[src/rtl/core/ulf_pkg.sv]
// Shared constants for the UART line framer.
`default_nettype none
package ulf_pkg;
   localparam int BUFFER_SIZE = 32;
   localparam int ADDR_W = $clog2(BUFFER_SIZE);

   localparam logic [7:0] NEWLINE_CODE = 8'h0A;
   localparam logic [7:0] FRAME_S = 8'h53;
   localparam logic [7:0] FRAME_I = 8'h49;
   localparam logic [7:0] PREFIX_EXTRA = 8'd3;

   localparam logic OP_RECEIVE = 1'b0;
   localparam logic OP_POLL = 1'b1;
endpackage
`default_nettype wire

[src/rtl/core/ulf_ram.sv]
// Generic simple dual-port RAM with a registered read.
`default_nettype none
module ulf_ram #(
   parameter int WIDTH = 8,
   parameter int DEPTH = 32
) (
   input  wire logic                     clock,
   input  wire logic                     wr_en,
   input  wire logic [$clog2(DEPTH)-1:0] wr_addr,
   input  wire logic [WIDTH-1:0]         wr_data,
   input  wire logic                     rd_en,
   input  wire logic [$clog2(DEPTH)-1:0] rd_addr,
   output logic      [WIDTH-1:0]         rd_data
);
   logic [WIDTH-1:0] mem_ff [DEPTH];
   logic [WIDTH-1:0] rd_data_ff;

   always_ff @(posedge clock) begin
      if (wr_en) begin
         mem_ff[wr_addr] <= wr_data;
      end
      if (rd_en) begin
         rd_data_ff <= mem_ff[rd_addr];
      end
   end

   assign rd_data = rd_data_ff;
endmodule
`default_nettype wire

[src/rtl/core/uart_line_framer_unit.sv]
// Top level of the UART line framer: line store, completeness check and line readout.
`default_nettype none
// A received byte is accepted and gives no item on the response side.
// A poll with no complete line gives one not-found item in the cycle after it is
// accepted. A poll that finds a line of n bytes goes through ST_READ and then ST_EMIT
// for every byte: a read of the single line store port and then a load of the response
// register; requests are held off during that readout and whenever a response waits.
module uart_line_framer_unit (
   input  wire logic       clock,
   input  wire logic       reset,
   input  wire logic       req_valid,
   output logic            req_stall,
   input  wire logic       req_operation,
   input  wire logic [7:0] req_rx_byte,
   output logic            rsp_valid,
   input  wire logic       rsp_stall,
   output logic            rsp_line_found,
   output logic      [7:0] rsp_line_byte,
   output logic            rsp_last
);
   localparam logic [1:0] ST_IDLE = 2'd0;
   localparam logic [1:0] ST_READ = 2'd1;
   localparam logic [1:0] ST_EMIT = 2'd2;

   localparam int AW = ulf_pkg::ADDR_W;

   logic [1:0]    state_ff, state_in;
   logic [AW-1:0] pos_ff, pos_in;
   logic [AW-1:0] idx_ff, idx_in;
   logic [AW-1:0] len_ff, len_in;
   logic [7:0]    first_ff, first_in;
   logic [7:0]    third_ff, third_in;
   logic [7:0]    recent_ff, recent_in;
   logic          rsp_valid_ff, rsp_valid_in;
   logic          rsp_found_ff, rsp_found_in;
   logic [7:0]    rsp_byte_ff, rsp_byte_in;
   logic          rsp_last_ff, rsp_last_in;

   logic          req_accept;
   logic          out_free;
   logic          complete;
   logic          exempt_s;
   logic          exempt_i;
   logic          wr_en;
   logic [AW-1:0] wr_addr;
   logic          rd_en;
   logic [7:0]    rd_data;

   assign exempt_s = (first_ff == ulf_pkg::FRAME_S) &&
                     ((pos_ff < AW'(2)) ||
                      (9'(pos_ff) < (9'(third_ff) + 9'(ulf_pkg::PREFIX_EXTRA))));
   assign exempt_i = (first_ff == ulf_pkg::FRAME_I) && (pos_ff < AW'(2));
   assign complete = (pos_ff != '0) && (recent_ff == ulf_pkg::NEWLINE_CODE) &&
                     !exempt_s && !exempt_i;

   assign req_stall = (state_ff != ST_IDLE) || (rsp_valid_ff && rsp_stall);
   assign req_accept = req_valid && !req_stall;
   assign out_free = !rsp_valid_ff || !rsp_stall;
   assign wr_addr = complete ? '0 : pos_ff;

   always_comb begin
      state_in = state_ff;
      pos_in = pos_ff;
      idx_in = idx_ff;
      len_in = len_ff;
      first_in = first_ff;
      third_in = third_ff;
      recent_in = recent_ff;
      rsp_valid_in = rsp_valid_ff && rsp_stall;
      rsp_found_in = rsp_found_ff;
      rsp_byte_in = rsp_byte_ff;
      rsp_last_in = rsp_last_ff;
      wr_en = 1'b0;
      rd_en = 1'b0;
      unique case (state_ff)
         ST_IDLE: begin
            if (req_accept) begin
               if (req_operation == ulf_pkg::OP_RECEIVE) begin
                  wr_en = 1'b1;
                  recent_in = req_rx_byte;
                  if (wr_addr == AW'(0)) begin
                     first_in = req_rx_byte;
                  end
                  if (wr_addr == AW'(2)) begin
                     third_in = req_rx_byte;
                  end
                  pos_in = (wr_addr == AW'(ulf_pkg::BUFFER_SIZE - 1)) ? '0 : wr_addr + 1'b1;
               end else if (complete) begin
                  len_in = pos_ff;
                  idx_in = '0;
                  pos_in = '0;
                  state_in = ST_READ;
               end else begin
                  rsp_valid_in = 1'b1;
                  rsp_found_in = 1'b0;
                  rsp_byte_in = 8'd0;
                  rsp_last_in = 1'b1;
               end
            end
         end
         ST_READ: begin
            rd_en = 1'b1;
            state_in = ST_EMIT;
         end
         ST_EMIT: begin
            if (out_free) begin
               rsp_valid_in = 1'b1;
               rsp_found_in = 1'b1;
               rsp_byte_in = rd_data;
               rsp_last_in = (idx_ff == len_ff - 1'b1);
               idx_in = idx_ff + 1'b1;
               state_in = (idx_ff == len_ff - 1'b1) ? ST_IDLE : ST_READ;
            end
         end
         default: begin
            state_in = ST_IDLE;
         end
      endcase
   end

   always_ff @(posedge clock) begin
      if (reset) begin
         state_ff <= ST_IDLE;
         pos_ff <= '0;
         first_ff <= 8'd0;
         third_ff <= 8'd0;
         recent_ff <= 8'd0;
         rsp_valid_ff <= 1'b0;
      end else begin
         state_ff <= state_in;
         pos_ff <= pos_in;
         first_ff <= first_in;
         third_ff <= third_in;
         recent_ff <= recent_in;
         rsp_valid_ff <= rsp_valid_in;
      end
      idx_ff <= idx_in;
      len_ff <= len_in;
      rsp_found_ff <= rsp_found_in;
      rsp_byte_ff <= rsp_byte_in;
      rsp_last_ff <= rsp_last_in;
   end

   ulf_ram #(
      .WIDTH(8),
      .DEPTH(ulf_pkg::BUFFER_SIZE)
   ) line_ram (
      .clock  (clock),
      .wr_en  (wr_en),
      .wr_addr(wr_addr),
      .wr_data(req_rx_byte),
      .rd_en  (rd_en),
      .rd_addr(idx_ff),
      .rd_data(rd_data)
   );

   assign rsp_valid = rsp_valid_ff;
   assign rsp_line_found = rsp_found_ff;
   assign rsp_line_byte = rsp_byte_ff;
   assign rsp_last = rsp_last_ff;
endmodule
`default_nettype wire

[config.mk]
export PLATFORM = sky130hd
export DESIGN_NAME = uart_line_framer_unit
export DESIGN_NICKNAME = d
export VERILOG_FILES = /design/src/rtl/core/ulf_pkg.sv /design/src/rtl/core/ulf_ram.sv /design/src/rtl/core/uart_line_framer_unit.sv
export SDC_FILE = /design/constraint.sdc
export NUM_CORES = 1
export LEC_CHECK = 0
export ABC_AREA = 1
export BUFFER_PORTS_ARGS = -buffer_cell sky130_fd_sc_hd__buf_4
export CAP_MARGIN = 10
export CORE_ASPECT_RATIO = 1.4
export CORE_MARGIN = 5
export CORE_UTILIZATION = 60
export CTS_CLUSTER_SIZE = 14
export DETAILED_ROUTE_END_ITERATION = 12
export GPL_TIMING_DRIVEN = 0
export PLACE_DENSITY = 0.77
export SLEW_MARGIN = 10
export SYNTH_ARGS = -nofsm -noshare
export SYNTH_HDL_FRONTEND = slang
export SYNTH_HIERARCHICAL = 1
export SYNTH_SLANG_ARGS = --single-unit
[constraint.sdc]
create_clock -name clock -period 8.6 [get_ports clock]
set_clock_uncertainty 0.2 [all_clocks]
set_input_delay 1.29 -clock clock [delete_from_list [all_inputs] [get_ports clock]]
set_output_delay 1.29 -clock clock [all_outputs]
set_load 0.05 [all_outputs]
==> results.yml <==
cells_and_area:
  layout.cells.non_filler: 1637
  area_growth_pct: 10.01
  num_antenna_cells: 0
  drive_gt1_share_pct: 8.458
  ff_latch_area_sq_mm: 0.009169
  nFillCells: 1671
  multiInputGateArea_sq_mm: 0.003645
  layout.nets: 1341
yosys:
  synth.distinct_cells: 30
  ys_seq_elements: 316
  synth.area.top_cells: "edfxtp_1, nand2_1, nand3_1, dfxtp_1, nor2_1"
  syn_area_sq_mm: 0.01353
  syn_area_per_cell_sq_um: 10.70
  synth-seq-area-share_pct: 67.78
  synth_top_area_cell: "edfxtp_1"
  syn_nets: 1288
  yosysWarnings: 6
  netlist_instances: 1264
  yosysTopAreaCellShare_pct: 63.05
floorplan:
  die_w_um: 136.9
  pin_count: 25
  rows: 65
  start_util_pct: 60.48
  die_h_um: 187.7
  design.die.area_sq_mm: 0.02569
  core_area_sq_mm: 0.02237
power_and_ir_drop:
  finalPower_w: 0.002889
  vdd_drop_max_uv: 170.1
  intPower_w: 0.002312
  p_seq_share_pct: 58.3
  p_switching_w: 0.0005771
  p_comb_share_pct: 2.8
  power_density_mw_per_mm2: 194.1
  leakage_nw: 5.669
  swShare_pct: 19.97
  power.share.clock_pct: 38.8
global_routing:
  grt_pass1_wl_um: 49820
  grt_max_degree: 35
  track_usage_pct: 25.78
  antenna_found_initial: 0
  first_global_vias: 8964
  grt_overflow: 0
drt:
  first_pass_iters: 5
  dr_total_vias: 9365
  drt-initial-drc-count: 1117
  via_per_inst: 5.721
  post_drt_wl_per_cell_um: 19.97
  drtAntennaViolNets: 0
  drc: 0
  totalWireLength_um: 32700
setup_path:
  r2r-start: "third_ff[0]$_SDFFE_PP0P_"
  startpoint: "third_ff[0]$_SDFFE_PP0P_"
  critPathCaptureType: "flip-flop"
  worstPathMaxFanout: 10
  critPathLaunchType: "flip-flop"
  crit_arrival_ns: 3.95
  path_class: "reg2reg"
  reg2reg_slack_ns: 4.61
  required_ns: 8.55
timing:
  setup_viol: 0
  fin_tns_setup_ns: 0
  rsz0062_at_grt: "no"
  fmax_mhz: 250.6
  slew_headroom_pct: 31.59
  tightestPinTransition_ns: 1.022
  hold_violations: 0
  slew_viol_final: 0
  fin_crit_ns: 3.991
  finalCritPeriodShare_pct: 46.40
clock_network:
  cts_buffers: 28
  cts_hold_buf: 0
  postCtsResizedCells: 0
  ctsLongestPathBuffers: 3
  cts.sinks: 316
  post-cts-setup-buffers: 0
  cts_max_level: 1
  clk_pin_slew_ns: 0.06
  cts_tree: "built"
  clk_latency_ns: 0.53
  clockRootBuffer: "clkbuf_16"
min_path:
  hold_start: "third_ff[7]$_SDFFE_PP0P_"
  hold_path_class: "reg2reg"
placed_design:
  numPortBuffers: 23
  gp_congestion: 0.9169
  dp_hpwl_um: 21410
  placed_cells: 1588
job:
  maxCapViolCount: 0
status:
  status: "finished clean"
-- metrics by stage --
stage               cell area, sq um  setup slack, ns  hold WS [ns]  util (%)
floorplan                      13530            5.273        0.2541         -
global placement               14080            4.320        0.2694     62.94
detailed placement             14080            4.223        0.2752     62.94
CTS                            14880            4.669        0.2866     66.53
global route                   14880            4.388        0.3292     66.53
finish                         14880            4.609        0.2862     66.53
-- cell usage after synthesis, drive strengths merged --
| cell | n |
|---|---|
| o21ai | 13 |
| nand2 | 435 |
| ha | 11 |
| edfxtp | 284 |
| nand4 | 3 |
| nor3 | 6 |
| xnor2 | 6 |
| a21oi | 17 |
| nand3b | 1 |
| inv | 64 |
| buf | 49 |
| o211ai | 1 |
| nor2 | 102 |
| nand3 | 219 |
| xor2 | 7 |
| a31oi | 1 |
| dfxtp | 32 |
| clkbuf | 12 |
| clkinv | 1 |
-- cell families (layout without fill, tap and decap cells) --
group | after synthesis | count (layout) | synth area share [%]
simple gates | 766 | 766 | 23.87
flops | 316 | 316 | 67.78
buf+inv | 126 | 198 | 5.272
compound gates | 32 | 32 | 1.212
xor+xnor | 13 | 13 | 0.8417
fa+ha+maj | 11 | 11 | 1.017
-- worst max-delay path: stages, from the launching register on --
cell     delay (ns)
dfxtp_1        0.36
inv_1          0.07
ha_1           0.24
xor2_1         0.16
ha_1           0.30
a21oi_1        0.15
nand2_1        0.07
nand2_1        0.05
nand2_1        0.04
nand3_1        0.07
nand2_1        0.09
nand2_2        0.09
buf_6          0.14
nand2_1        0.11
inv_1          0.16
nand3_1        0.38
nor2_1         0.93
-- state kept, by name, summed over array words and instances (netlist names) --
register	cells
line_ram/mem_ff	256
third_ff	8
len_ff	5
line_ram/rd_data	8
rsp_valid	1
rsp_line_byte	8
idx_ff	5
recent_ff	8
pos_ff	5
rsp_line_found	1
rsp_last	1
state_ff	2
first_ff	8
-- cells in the final DEF (no fill, tap or decap), types with 17 or more instances in the layout --
cell type  synthesis  routed
clkbuf_16          0      29
buf_4              4      27
buf_6             26      26
nand3_1          218     218
dfxtp_1           32      32
edfxtp_1         284     284
nor2_1           100     100
nand2_1          431     431
inv_1             60      60
clkbuf_1          12      21
a21oi_1           17      17
-- worst paths after layout --
path,end,cells after the start
max,line_ram/mem_ff[11][5]$_DFFE_PP_,16
min,third_ff[7]$_SDFFE_PP0P_,2
max reg2reg,line_ram/mem_ff[11][5]$_DFFE_PP_,16
min reg2reg,third_ff[7]$_SDFFE_PP0P_,2
-- power by group through the flow --
stage | logic [W] | clock network [W] | registers (W)
floorplan | 0.0000324 | 0 | 0.00172
global placement | 0.0000791 | 0 | 0.00172
detailed placement | 0.0000811 | 0 | 0.00172
CTS | 0.0000814 | 0.00113 | 0.00169
global route | 0.0000893 | 0.00120 | 0.00169
finish | 0.0000818 | 0.00112 | 0.00169
-- cell type report --
cell class | instances | share of cell area, %
inverters | 65 | 1.640
clock inverters | 11 | 0.3027
plain buffers | 61 | 3.153
multi-input cells | 822 | 24.49
clock buffers | 38 | 5.104
well taps | 301 | 2.531
flip-flops and latches | 316 | 61.62
repair buffers | 23 | 1.160
-- layer usage --
| metal | routed length, um | track usage, % | vias to the layer above |
|---|---|---|---|
| met2 | 16720 | 45.29 | 476 |
| met1 | 11420 | 31.15 | 4401 |
| met4 | 1952 | 12.75 | 0 |
| met3 | 2600 | 3.060 | 110 |
| li1 | - | - | 4378 |
| met5 | 0 | 0 | - |
(Power assumes the default switching activity.)
